[src/hw/rtl/obb_pkg.sv]
// Shared types and constants for the oriented bounding box block.
// No dependencies; every other file refers to it by scoped names.

package obb_pkg;

  // Configuration register indexes (word address bit 2)
  localparam logic REG_MIN_WIDTH  = 1'b0;
  localparam logic REG_MIN_LENGTH = 1'b1;

  // Configuration register reset values, 1/256 m
  localparam logic [15:0] MIN_WIDTH_RST  = 16'd512;
  localparam logic [15:0] MIN_LENGTH_RST = 16'd1024;

  // Depth of the queue between front and back end
  localparam int QUEUE_DEPTH = 2;

  // Queue status seen by both ends
  typedef struct packed {
    logic full;
    logic empty;
  } q_stat_t;

  // Back-end sequencer states
  typedef enum logic [2:0] {
    S_IDLE,
    S_MUL,
    S_ROUND,
    S_UPD,
    S_GROW,
    S_CENTER,
    S_FINAL
  } back_state_t;

endpackage

[src/hw/rtl/obb_queue.sv]
// Short register queue between the point front end and the box back end.
// Depends on obb_pkg for the depth and the status struct.

module obb_queue #(
  parameter int WIDTH = 8
) (
  input  logic               clk,
  input  logic               rst_n,
  input  logic               push,
  input  logic [WIDTH-1:0]   push_data,
  input  logic               pop,
  output logic [WIDTH-1:0]   pop_data,
  output obb_pkg::q_stat_t   stat
);

  localparam int DEPTH = obb_pkg::QUEUE_DEPTH;
  localparam int PW    = (DEPTH > 1) ? $clog2(DEPTH) : 1;
  localparam int CW    = $clog2(DEPTH + 1);

  logic [WIDTH-1:0] mem_r [DEPTH];
  logic [PW-1:0]    wr_ptr_r, wr_ptr_nxt;
  logic [PW-1:0]    rd_ptr_r, rd_ptr_nxt;
  logic [CW-1:0]    count_r, count_nxt;

  // Advance pointers with wrap at the depth
  always_comb begin
    wr_ptr_nxt = wr_ptr_r;
    rd_ptr_nxt = rd_ptr_r;
    count_nxt  = count_r;
    if (push) begin
      wr_ptr_nxt = (wr_ptr_r == PW'(DEPTH - 1)) ? '0 : wr_ptr_r + 1'b1;
    end
    if (pop) begin
      rd_ptr_nxt = (rd_ptr_r == PW'(DEPTH - 1)) ? '0 : rd_ptr_r + 1'b1;
    end
    if (push && !pop) begin
      count_nxt = count_r + 1'b1;
    end else if (pop && !push) begin
      count_nxt = count_r - 1'b1;
    end
  end

  always_ff @(posedge clk) begin
    if (!rst_n) begin
      wr_ptr_r <= '0;
      rd_ptr_r <= '0;
      count_r  <= '0;
    end else begin
      wr_ptr_r <= wr_ptr_nxt;
      rd_ptr_r <= rd_ptr_nxt;
      count_r  <= count_nxt;
    end
  end

  // Store the entry at the write pointer
  always_ff @(posedge clk) begin
    if (push) begin
      mem_r[wr_ptr_r] <= push_data;
    end
  end

  assign pop_data   = mem_r[rd_ptr_r];
  assign stat.full  = (count_r == CW'(DEPTH));
  assign stat.empty = (count_r == '0);

endmodule

[src/hw/rtl/obb_front.sv]
// Front end: accepts points, latches the cloud's trig and angle on its
// first point and pushes each point with them into the queue. Uses obb_pkg.

module obb_front #(
  parameter int COORD_BITS     = 24,
  parameter int TRIG_FRAC_BITS = 14,
  localparam int TB            = TRIG_FRAC_BITS + 2,
  localparam int ITEM_W        = 2 * COORD_BITS + 2 * TB + 17
) (
  input  logic                         clk,
  input  logic                         rst_n,
  input  logic                         in_tvalid,
  output logic                         in_tready,
  input  logic signed [COORD_BITS-1:0] point_x,
  input  logic signed [COORD_BITS-1:0] point_y,
  input  logic [15:0]                  angle_code,
  input  logic signed [TB-1:0]         cos_value,
  input  logic signed [TB-1:0]         sin_value,
  input  logic                         last_point,
  input  obb_pkg::q_stat_t             qstat,
  output logic                         q_push,
  output logic [ITEM_W-1:0]            q_data
);

  logic                 in_cloud_r, in_cloud_nxt;
  logic signed [TB-1:0] held_cos_r, held_sin_r;
  logic [15:0]          held_angle_r;
  logic signed [TB-1:0] use_cos, use_sin;
  logic [15:0]          use_angle;

  assign in_tready = !qstat.full;
  assign q_push    = in_tvalid && in_tready;

  // Take trig from the first point of a cloud, else from the latch
  assign use_cos   = in_cloud_r ? held_cos_r   : cos_value;
  assign use_sin   = in_cloud_r ? held_sin_r   : sin_value;
  assign use_angle = in_cloud_r ? held_angle_r : angle_code;

  assign in_cloud_nxt = q_push ? !last_point : in_cloud_r;

  always_ff @(posedge clk) begin
    if (!rst_n) begin
      in_cloud_r <= 1'b0;
    end else begin
      in_cloud_r <= in_cloud_nxt;
    end
  end

  // Latch trig on the opening transfer of a cloud
  always_ff @(posedge clk) begin
    if (q_push && !in_cloud_r) begin
      held_cos_r   <= cos_value;
      held_sin_r   <= sin_value;
      held_angle_r <= angle_code;
    end
  end

  assign q_data = {last_point, use_angle, use_sin, use_cos, point_y, point_x};

endmodule

[src/hw/rtl/obb_back.sv]
// Back end: rotates queued points on one shared multiplier, tracks the
// extremes, then grows, centers and un-rotates the box. Uses obb_pkg.

module obb_back #(
  parameter int COORD_BITS     = 24,
  parameter int TRIG_FRAC_BITS = 14,
  localparam int TB            = TRIG_FRAC_BITS + 2,
  localparam int ITEM_W        = 2 * COORD_BITS + 2 * TB + 17,
  localparam int OUT_RAW       = 4 * COORD_BITS + 18,
  localparam int OUT_DATA_W    = ((OUT_RAW + 7) / 8) * 8
) (
  input  logic                  clk,
  input  logic                  rst_n,
  input  obb_pkg::q_stat_t      qstat,
  input  logic [ITEM_W-1:0]     q_data,
  output logic                  q_pop,
  input  logic [15:0]           min_box_width,
  input  logic [15:0]           min_box_length,
  output logic                  out_tvalid,
  input  logic                  out_tready,
  output logic [OUT_DATA_W-1:0] out_tdata
);

  localparam int C    = COORD_BITS;
  localparam int T    = TRIG_FRAC_BITS;
  localparam int ROT  = C + 2;
  localparam int GW   = ((ROT > 17) ? ROT : 17) + 1;
  localparam int PW   = GW + TB;
  localparam int AW   = PW + 2;
  localparam int SW   = AW - T;
  localparam int OFS_Y   = C;
  localparam int OFS_COS = 2 * C;
  localparam int OFS_SIN = 2 * C + TB;
  localparam int OFS_ANG = 2 * C + 2 * TB;

  localparam logic signed [AW-1:0] RND = {{(AW - T){1'b0}}, 1'b1, {(T - 1){1'b0}}};
  localparam logic signed [SW-1:0] ROT_HI = {{(SW - ROT + 1){1'b0}}, {(ROT - 1){1'b1}}};
  localparam logic signed [SW-1:0] ROT_LO = {{(SW - ROT + 1){1'b1}}, {(ROT - 1){1'b0}}};
  localparam logic signed [SW-1:0] CRD_HI = {{(SW - C + 1){1'b0}}, {(C - 1){1'b1}}};
  localparam logic signed [SW-1:0] CRD_LO = {{(SW - C + 1){1'b1}}, {(C - 1){1'b0}}};
  localparam logic signed [ROT-1:0] EXT_HI = {1'b0, {(ROT - 1){1'b1}}};
  localparam logic signed [ROT-1:0] EXT_LO = {1'b1, {(ROT - 1){1'b0}}};
  localparam logic signed [GW:0] LEN_TOP = {{(GW - C){1'b0}}, {(C + 1){1'b1}}};

  // Round half up, then floor shift by the fraction bits
  function automatic logic signed [SW-1:0] round_q(input logic signed [AW-1:0] v);
    logic signed [AW-1:0] t;
    t = v + RND;
    return t[AW-1:T];
  endfunction

  function automatic logic signed [SW-1:0] clip(input logic signed [SW-1:0] v,
                                                input logic signed [SW-1:0] hi,
                                                input logic signed [SW-1:0] lo);
    logic signed [SW-1:0] r;
    r = v;
    if (v > hi) begin
      r = hi;
    end else if (v < lo) begin
      r = lo;
    end
    return r;
  endfunction

  // Clamp an extent to its minimum and to the output range
  function automatic logic [C:0] extent(input logic signed [GW-1:0] lo,
                                        input logic signed [GW-1:0] hi,
                                        input logic [15:0] minimum);
    logic signed [GW:0] d;
    logic signed [GW:0] m;
    d = {hi[GW-1], hi} - {lo[GW-1], lo};
    m = {{(GW + 1 - 16){1'b0}}, minimum};
    if (d < m) begin
      d = m;
    end
    if (d > LEN_TOP) begin
      d = LEN_TOP;
    end
    return d[C:0];
  endfunction

  obb_pkg::back_state_t state_r, state_nxt;
  logic [2:0]           step_r, step_nxt;
  logic                 unrot_r, unrot_nxt;
  logic [ITEM_W-1:0]    item_r;
  logic                 out_load;

  logic signed [C-1:0]   pt_x, pt_y;
  logic signed [TB-1:0]  trig_c, trig_s;
  logic                  pt_last;

  logic signed [GW-1:0]  mul_a;
  logic signed [TB-1:0]  mul_b;
  logic signed [PW-1:0]  prod_r;
  logic signed [AW-1:0]  prod_ext;
  logic signed [AW-1:0]  acc_a_r, acc_b_r;

  logic signed [ROT-1:0] rx_r, ry_r;
  logic signed [ROT-1:0] mnx_r, mxx_r, mny_r, mxy_r;
  logic signed [GW-1:0]  gmnx_r, gmxx_r, gmny_r, gmxy_r;
  logic signed [GW-1:0]  gmnx, gmxx, gmny, gmxy;
  logic signed [GW-1:0]  cxr_r, cyr_r;
  logic signed [GW:0]    sum_x, sum_y;
  logic [C:0]            wd_r, ln_r;
  logic signed [SW-1:0]  rnd_a, rnd_b;
  logic signed [SW-1:0]  rx_w, ry_w;
  logic signed [SW-1:0]  cx_w, cy_w;

  logic                  out_valid_r, out_valid_nxt;
  logic [OUT_DATA_W-1:0] out_data_r;

  assign pt_x    = item_r[C-1:0];
  assign pt_y    = item_r[OFS_Y +: C];
  assign trig_c  = item_r[OFS_COS +: TB];
  assign trig_s  = item_r[OFS_SIN +: TB];
  assign pt_last = item_r[ITEM_W-1];

  assign q_pop    = (state_r == obb_pkg::S_IDLE) && !qstat.empty;
  assign out_load = (state_r == obb_pkg::S_FINAL) && (!out_valid_r || out_tready);

  // Next state of the sequencer
  always_comb begin
    state_nxt = state_r;
    step_nxt  = step_r;
    unrot_nxt = unrot_r;
    case (state_r)
      obb_pkg::S_IDLE: begin
        if (!qstat.empty) begin
          state_nxt = obb_pkg::S_MUL;
          step_nxt  = '0;
          unrot_nxt = 1'b0;
        end
      end
      obb_pkg::S_MUL: begin
        if (step_r == 3'd4) begin
          state_nxt = unrot_r ? obb_pkg::S_FINAL : obb_pkg::S_ROUND;
        end else begin
          step_nxt = step_r + 1'b1;
        end
      end
      obb_pkg::S_ROUND: state_nxt = obb_pkg::S_UPD;
      obb_pkg::S_UPD:   state_nxt = pt_last ? obb_pkg::S_GROW : obb_pkg::S_IDLE;
      obb_pkg::S_GROW:  state_nxt = obb_pkg::S_CENTER;
      obb_pkg::S_CENTER: begin
        state_nxt = obb_pkg::S_MUL;
        step_nxt  = '0;
        unrot_nxt = 1'b1;
      end
      obb_pkg::S_FINAL: begin
        if (out_load) begin
          state_nxt = obb_pkg::S_IDLE;
        end
      end
      default: state_nxt = obb_pkg::S_IDLE;
    endcase
  end

  always_ff @(posedge clk) begin
    if (!rst_n) begin
      state_r <= obb_pkg::S_IDLE;
      step_r  <= '0;
      unrot_r <= 1'b0;
    end else begin
      state_r <= state_nxt;
      step_r  <= step_nxt;
      unrot_r <= unrot_nxt;
    end
  end

  // Select multiplier operands for each step
  always_comb begin
    mul_a = {{(GW - C){pt_x[C-1]}}, pt_x};
    mul_b = trig_c;
    case (step_r)
      3'd1: begin
        mul_a = unrot_r ? cyr_r : {{(GW - C){pt_y[C-1]}}, pt_y};
        mul_b = trig_s;
      end
      3'd2: begin
        mul_a = unrot_r ? cxr_r : {{(GW - C){pt_y[C-1]}}, pt_y};
        mul_b = unrot_r ? trig_s : trig_c;
      end
      3'd3: begin
        mul_a = unrot_r ? cyr_r : {{(GW - C){pt_x[C-1]}}, pt_x};
        mul_b = unrot_r ? trig_c : trig_s;
      end
      default: begin
        mul_a = unrot_r ? cxr_r : {{(GW - C){pt_x[C-1]}}, pt_x};
        mul_b = trig_c;
      end
    endcase
  end

  assign prod_ext = {{(AW - PW){prod_r[PW-1]}}, prod_r};

  // Grow the box away from the origin to its minimum size
  always_comb begin
    gmnx = {{(GW - ROT){mnx_r[ROT-1]}}, mnx_r};
    gmxx = {{(GW - ROT){mxx_r[ROT-1]}}, mxx_r};
    gmny = {{(GW - ROT){mny_r[ROT-1]}}, mny_r};
    gmxy = {{(GW - ROT){mxy_r[ROT-1]}}, mxy_r};
    if (gmxy < 0) begin
      if (gmxy - {{(GW - 16){1'b0}}, min_box_width} < gmny) begin
        gmny = gmxy - {{(GW - 16){1'b0}}, min_box_width};
      end
    end else if (gmny > 0) begin
      if (gmny + {{(GW - 16){1'b0}}, min_box_width} > gmxy) begin
        gmxy = gmny + {{(GW - 16){1'b0}}, min_box_width};
      end
    end
    if (gmxx < 0) begin
      if (gmxx - {{(GW - 16){1'b0}}, min_box_length} < gmnx) begin
        gmnx = gmxx - {{(GW - 16){1'b0}}, min_box_length};
      end
    end else if (gmnx > 0) begin
      if (gmnx + {{(GW - 16){1'b0}}, min_box_length} > gmxx) begin
        gmxx = gmnx + {{(GW - 16){1'b0}}, min_box_length};
      end
    end
  end

  assign sum_x = {gmnx_r[GW-1], gmnx_r} + {gmxx_r[GW-1], gmxx_r};
  assign sum_y = {gmny_r[GW-1], gmny_r} + {gmxy_r[GW-1], gmxy_r};
  assign rnd_a = round_q(acc_a_r);
  assign rnd_b = round_q(acc_b_r);
  assign rx_w  = clip(rnd_a, ROT_HI, ROT_LO);
  assign ry_w  = clip(rnd_b, ROT_HI, ROT_LO);
  assign cx_w  = clip(rnd_a, CRD_HI, CRD_LO);
  assign cy_w  = clip(rnd_b, CRD_HI, CRD_LO);

  // Multiply and accumulate the two dot products
  always_ff @(posedge clk) begin
    if (state_r == obb_pkg::S_MUL) begin
      prod_r <= mul_a * mul_b;
      case (step_r)
        3'd1:    acc_a_r <= prod_ext;
        3'd2:    acc_a_r <= unrot_r ? acc_a_r - prod_ext : acc_a_r + prod_ext;
        3'd3:    acc_b_r <= prod_ext;
        3'd4:    acc_b_r <= unrot_r ? acc_b_r + prod_ext : acc_b_r - prod_ext;
        default: acc_a_r <= acc_a_r;
      endcase
    end
  end

  // Hold the popped point
  always_ff @(posedge clk) begin
    if (q_pop) begin
      item_r <= q_data;
    end
  end

  // Round and clip the rotated point
  always_ff @(posedge clk) begin
    if (state_r == obb_pkg::S_ROUND) begin
      rx_r <= rx_w[ROT-1:0];
      ry_r <= ry_w[ROT-1:0];
    end
  end

  // Track extremes; drop them back to reset values when the box is grown
  always_ff @(posedge clk) begin
    if (!rst_n || state_r == obb_pkg::S_GROW) begin
      mnx_r <= EXT_HI;
      mny_r <= EXT_HI;
      mxx_r <= EXT_LO;
      mxy_r <= EXT_LO;
    end else if (state_r == obb_pkg::S_UPD) begin
      if (rx_r < mnx_r) mnx_r <= rx_r;
      if (rx_r > mxx_r) mxx_r <= rx_r;
      if (ry_r < mny_r) mny_r <= ry_r;
      if (ry_r > mxy_r) mxy_r <= ry_r;
    end
  end

  // Grown box, then its center and extents
  always_ff @(posedge clk) begin
    if (state_r == obb_pkg::S_GROW) begin
      gmnx_r <= gmnx;
      gmxx_r <= gmxx;
      gmny_r <= gmny;
      gmxy_r <= gmxy;
    end
    if (state_r == obb_pkg::S_CENTER) begin
      cxr_r <= sum_x[GW:1];
      cyr_r <= sum_y[GW:1];
      wd_r  <= extent(gmny_r, gmxy_r, min_box_width);
      ln_r  <= extent(gmnx_r, gmxx_r, min_box_length);
    end
  end

  // Output register: a result waits here while the next points go on
  assign out_valid_nxt = out_load ? 1'b1 : (out_tready ? 1'b0 : out_valid_r);

  always_ff @(posedge clk) begin
    if (!rst_n) begin
      out_valid_r <= 1'b0;
    end else begin
      out_valid_r <= out_valid_nxt;
    end
  end

  always_ff @(posedge clk) begin
    if (out_load) begin
      out_data_r <= OUT_DATA_W'({ln_r, wd_r, item_r[OFS_ANG +: 16],
                                 cy_w[C-1:0], cx_w[C-1:0]});
    end
  end

  assign out_tvalid = out_valid_r;
  assign out_tdata  = out_data_r;

endmodule

[src/hw/rtl/oriented_min_size_bounding_box.sv]
// The back end handles one point at a time on its shared multiplier and pops
// the next only when through with the last: pop, five multiply steps, round
// and update; a last point adds grow, center, five more multiply steps and a load.
// Points queue two deep ahead of the back end; a result waits in the output register.
// Reset (synchronous, rst_n low) closes any open cloud and restores register defaults.
// Top level: configuration registers, front end, queue and back end; uses obb_pkg.

module oriented_min_size_bounding_box #(
  parameter int COORD_BITS     = 24,
  parameter int TRIG_FRAC_BITS = 14,
  localparam int TB            = TRIG_FRAC_BITS + 2,
  localparam int IN_RAW        = 2 * COORD_BITS + 16 + 2 * TB,
  localparam int IN_DATA_W     = ((IN_RAW + 7) / 8) * 8,
  localparam int OUT_RAW       = 4 * COORD_BITS + 18,
  localparam int OUT_DATA_W    = ((OUT_RAW + 7) / 8) * 8
) (
  input  logic                  clk,
  input  logic                  rst_n,
  // Point channel
  input  logic                  in_tvalid,
  output logic                  in_tready,
  // in_tdata, low bit up: point_x, point_y, angle_code, cos_value, sin_value
  input  logic [IN_DATA_W-1:0]  in_tdata,
  input  logic                  in_tlast,
  // Box channel
  output logic                  out_tvalid,
  input  logic                  out_tready,
  // out_tdata, low bit up: center_x, center_y, yaw_code, box_width, box_length
  output logic [OUT_DATA_W-1:0] out_tdata,
  // Configuration port
  input  logic                  cfg_psel,
  input  logic                  cfg_penable,
  input  logic                  cfg_pwrite,
  input  logic [2:0]            cfg_paddr,
  input  logic [31:0]           cfg_pwdata,
  output logic [31:0]           cfg_prdata,
  output logic                  cfg_pready
);

  localparam int C      = COORD_BITS;
  localparam int ITEM_W = 2 * C + 2 * TB + 17;

  logic [15:0]       min_width_r, min_length_r;
  logic              cfg_wr;
  logic              q_push, q_pop;
  logic [ITEM_W-1:0] q_wdata, q_rdata;
  obb_pkg::q_stat_t  qstat;

  // Configuration writes complete in the access phase
  assign cfg_pready = 1'b1;
  assign cfg_wr     = cfg_psel && cfg_penable && cfg_pwrite && cfg_pready;

  always_ff @(posedge clk) begin
    if (!rst_n) begin
      min_width_r  <= obb_pkg::MIN_WIDTH_RST;
      min_length_r <= obb_pkg::MIN_LENGTH_RST;
    end else if (cfg_wr) begin
      case (cfg_paddr[2])
        obb_pkg::REG_MIN_WIDTH:  min_width_r  <= cfg_pwdata[15:0];
        obb_pkg::REG_MIN_LENGTH: min_length_r <= cfg_pwdata[15:0];
        default: ;
      endcase
    end
  end

  // Read back the addressed register
  always_comb begin
    case (cfg_paddr[2])
      obb_pkg::REG_MIN_WIDTH:  cfg_prdata = {16'd0, min_width_r};
      obb_pkg::REG_MIN_LENGTH: cfg_prdata = {16'd0, min_length_r};
      default:                 cfg_prdata = '0;
    endcase
  end

  obb_front #(
    .COORD_BITS     (COORD_BITS),
    .TRIG_FRAC_BITS (TRIG_FRAC_BITS)
  ) u_front (
    .clk        (clk),
    .rst_n      (rst_n),
    .in_tvalid  (in_tvalid),
    .in_tready  (in_tready),
    .point_x    (in_tdata[C-1:0]),
    .point_y    (in_tdata[2*C-1:C]),
    .angle_code (in_tdata[2*C+15:2*C]),
    .cos_value  (in_tdata[2*C+16 +: TB]),
    .sin_value  (in_tdata[2*C+16+TB +: TB]),
    .last_point (in_tlast),
    .qstat      (qstat),
    .q_push     (q_push),
    .q_data     (q_wdata)
  );

  obb_queue #(
    .WIDTH (ITEM_W)
  ) u_queue (
    .clk       (clk),
    .rst_n     (rst_n),
    .push      (q_push),
    .push_data (q_wdata),
    .pop       (q_pop),
    .pop_data  (q_rdata),
    .stat      (qstat)
  );

  obb_back #(
    .COORD_BITS     (COORD_BITS),
    .TRIG_FRAC_BITS (TRIG_FRAC_BITS)
  ) u_back (
    .clk            (clk),
    .rst_n          (rst_n),
    .qstat          (qstat),
    .q_data         (q_rdata),
    .q_pop          (q_pop),
    .min_box_width  (min_width_r),
    .min_box_length (min_length_r),
    .out_tvalid     (out_tvalid),
    .out_tready     (out_tready),
    .out_tdata      (out_tdata)
  );

endmodule
[config.mk]
export PLATFORM = sky130hd
export DESIGN_NAME = oriented_min_size_bounding_box
export DESIGN_NICKNAME = d
export VERILOG_FILES = /design/src/hw/rtl/obb_pkg.sv /design/src/hw/rtl/obb_queue.sv /design/src/hw/rtl/obb_front.sv /design/src/hw/rtl/obb_back.sv /design/src/hw/rtl/oriented_min_size_bounding_box.sv
export SDC_FILE = /design/constraint.sdc
export NUM_CORES = 2
export LEC_CHECK = 0
export ABC_AREA = 1
export BUFFER_PORTS_ARGS = -buffer_cell sky130_fd_sc_hd__buf_2
export CAP_MARGIN = 20
export CORE_AREA = 4 4 408 410
export CTS_CLUSTER_DIAMETER = 80
export DETAILED_ROUTE_END_ITERATION = 10
export DIE_AREA = 0 0 412 414
export HOLD_SLACK_MARGIN = 0.1
export PLACE_DENSITY = 0.65
export SYNTH_ARGS = -nofsm -noshare
export SYNTH_HDL_FRONTEND = slang
export SYNTH_SLANG_ARGS = --single-unit
[constraint.sdc]
create_clock -name clk -period 15 [get_ports clk]
set_input_delay 1.5 -clock clk [delete_from_list [all_inputs] [get_ports clk]]
set_output_delay 1.5 -clock clk [all_outputs]
set_load 0.05 [all_outputs]
==> metrics.md <==
| Metric | Value |
|---|---|
| Outcome | `finished clean` |
| Row cnt | `approximately 150` |
| Maximum Capacitance Violations | `0` |
| Final Cycle Share | `66.4%` |
| CP max FO | `36` |
| DRT iter0 DRCs | `7260` |
| Crit path top cell by count | `inv_1` |
| Synthesized area | `just over 0.08 mm^2` |
| TritonCTS clock tree | `built` |
| Global-route wire length before repair | `413000 um` |
| Crit path capture type | `flip-flop` |
| Final ANT Viol Nets | `0` |
| Port Buf Inserts | `roughly 250` |
| Post-synthesis sequential area ratio | `35.2%` |
| I/O pins | `294` |
| CTS Hold Bufs | `0` |
| Congestion Overflow GR | `0` |
| DR WL/cell | `22.2 um` |
| Setup Crit Path Kind | `flip-flop to flip-flop` |
| Bufs and invs on worst path | `13` |
| Post-layout minimum cycle time | `~10 ns` |
| # setup viols final | `0` |
| Vias per cell | `between 5 and 6` |
| Max clock buf depth | `3` |
| EDFF count, synth | `850` |
| Drt total wl | `277000 um` |
| Most frequent cells in the layout | `nand2_1 (2426), inv_1 (1555), nor2_1 (1076)` |
| Initial antenna violation count | `22` |
| CP peak stage delay | `just under 0.7 ns` |
| DR DRC count | `0` |
| Die W | `between 400 and 500 um` |
| Nets@finish | `11400` |
| Worst-skew pair later-pin latency | `0.78 ns` |
| Total negative slack | `0 ns` |
| Pre-CTS WS | `5.26 ns` |
| Post-CTS setup buffers | `0` |
| Largest net degree at the start of global routing | `81` |
| Core Region | `0.162 mm^2` |
| HPWL Detailed | `222000 um` |
| Yosys warnings | `0` |
| Synth cell types | `68` |
| Post-CTS sizing | `0` |
| GRT Total Usage | `31.8%` |
| Most common cell after layout, fill and taps aside | `nand2_1` |
| Slew Limit Fails | `0` |
| Setup crit start kind | `flip-flop` |
| Clk pin slew, worst setup/hold paths | `0.06 ns` |
| Num CTS Buffers | `112` |
| # fillers | `15400` |
| Die area | `approximately 0.17 mm^2` |
| Share of layout cells above drive strength 1 | `under 10%` |
| Worst EP required | `15.56 ns` |
| Final Skew | `0.0508 ns` |
| Vias in the first global route | `67300` |
| Mapped Cells | `10000` |
| Clock H-tree levels | `3` |
| Post-layout util | `54.4%` |
| Vias | `about 70000` |
| Hold Fails Final Rpt | `0` |
| Critical path arrival | `around 11 ns` |
| Clock root cell | `clkbuf_16` |
| Path category of the worst min-delay check | `flip-flop to flip-flop` |
| First drt pass iteration count | `9` |
| Worst path slowest cell | `inv_1` |
| Yosys reg bits | `~1000` |
| Top FF cell, synth | `edfxtp_1` |
| Die Ht | `414 um` |
| Max Fclk | `between 100 and 150 MHz` |
| Worst Tran Pin Value | `approximately 1.1 ns` |
| CP delay by family, top | `adder cells` |
| # clock sinks | `999` |
| Asr flop ratio synth | `0%` |
| Slew HR | `23.7%` |
| Syn-to-layout area delta | `9.05%` |
| RePlAce Congestion | `between 1 and 1.5` |
| Final WS setup | `5.04 ns` |
| Unrepaired setup endpoints after global routing | `false` |
| Syn Area/Cell | `8.08 um^2` |
| Starting Density | `49.9%` |
## flip-flops by register name, summed over array words and instances, names as in the netlist, 27 cells and up
signal and flops:
u_back.cyr_r 27, u_back.out_tdata 114, u_back.gmny_r 27, u_back.prod_r 43, u_back.gmxx_r 27, u_back.gmxy_r 27
u_back.cxr_r 27, u_back.item_r 97, u_back.acc_a_r 45, u_back.gmnx_r 27, u_queue.mem_r 194, u_back.acc_b_r 45
## worst paths after layout
check	from	cells after the start	end	slack (ns)
min reg2reg	u_back.wd_r[1]	0	u_back.out_tdata[65]	0.40
min	u_back.wd_r[1]	0	u_back.out_tdata[65]	0.40
max	u_back.step_r[1]	33	u_back.prod_r[42]	5.04
max reg2reg	u_back.step_r[1]	33	u_back.prod_r[42]	5.04
## cells by family (layout without fill, tap and decap cells)
logic type,count (synthesis),after routing,share of synthesized area (%)
other cells,2,29,0.00927
simple gates,4393,4393,22.3
fa+ha+maj,1039,1039,20.0
flops,999,999,35.2
mux,48,48,0.667
xor+xnor,313,313,3.40
buf+inv,1856,2104,8.86
compound gates,1379,1379,9.54
## cells in the mapped netlist (48+ instances only)
cell type  instances  share of area [%]
xnor2_1           61               0.66
a31oi_1           52               0.40
edfxtp_1         850                 32
nand2_1         2428                 11
ha_1             613                9.5
dfxtp_1          149                3.7
nand3_1          439                2.7
nand4_1          177                1.4
fa_1             426                 11
nor2_1          1086                5.0
clkbuf_1         196               0.91
nor3_1           105               0.65
inv_1           1556                7.2
o21ai_0          528                3.3
xor2_1           250                2.7
mux2_2            48               0.67
a21oi_1          507                3.1
## per-layer routing
metal	track usage, %	routed length [um]
met5	0	0
met1	44.5	118000
met4	11.5	10800
met2	49.9	124000
met3	5.31	23800
## area by class of cell
cell class | count | area, um^2 | share of cell area [%]
Sequential cell | 999 | 28500 | 32.3
Clock inverter | 77 | 885 | 1.00
Clock buffer | 136 | 2940 | 3.33
Antenna cell | 6 | 15.0 | 0.0170
Timing Repair Buffer | 321 | 1840 | 2.08
Inverter | 1570 | 5900 | 6.68
Multi-Input combinational cell | 7195 | 45500 | 51.5
Tap cell | 2175 | 2720 | 3.08
## stage by stage
step                std cells  area, um^2  hold WS (ns)
detailed placement      12300       84400         0.405
finish                  12500       88300         0.398
global placement        12300       84400         0.403
CTS                     12500       88200         0.402
global route            12500       88300         0.417
floorplan               10100       81100         0.400
Power is left out: the tool's default activity adds up to more than one toggle a clock period on the data nets, which glitch-free logic cannot reach.
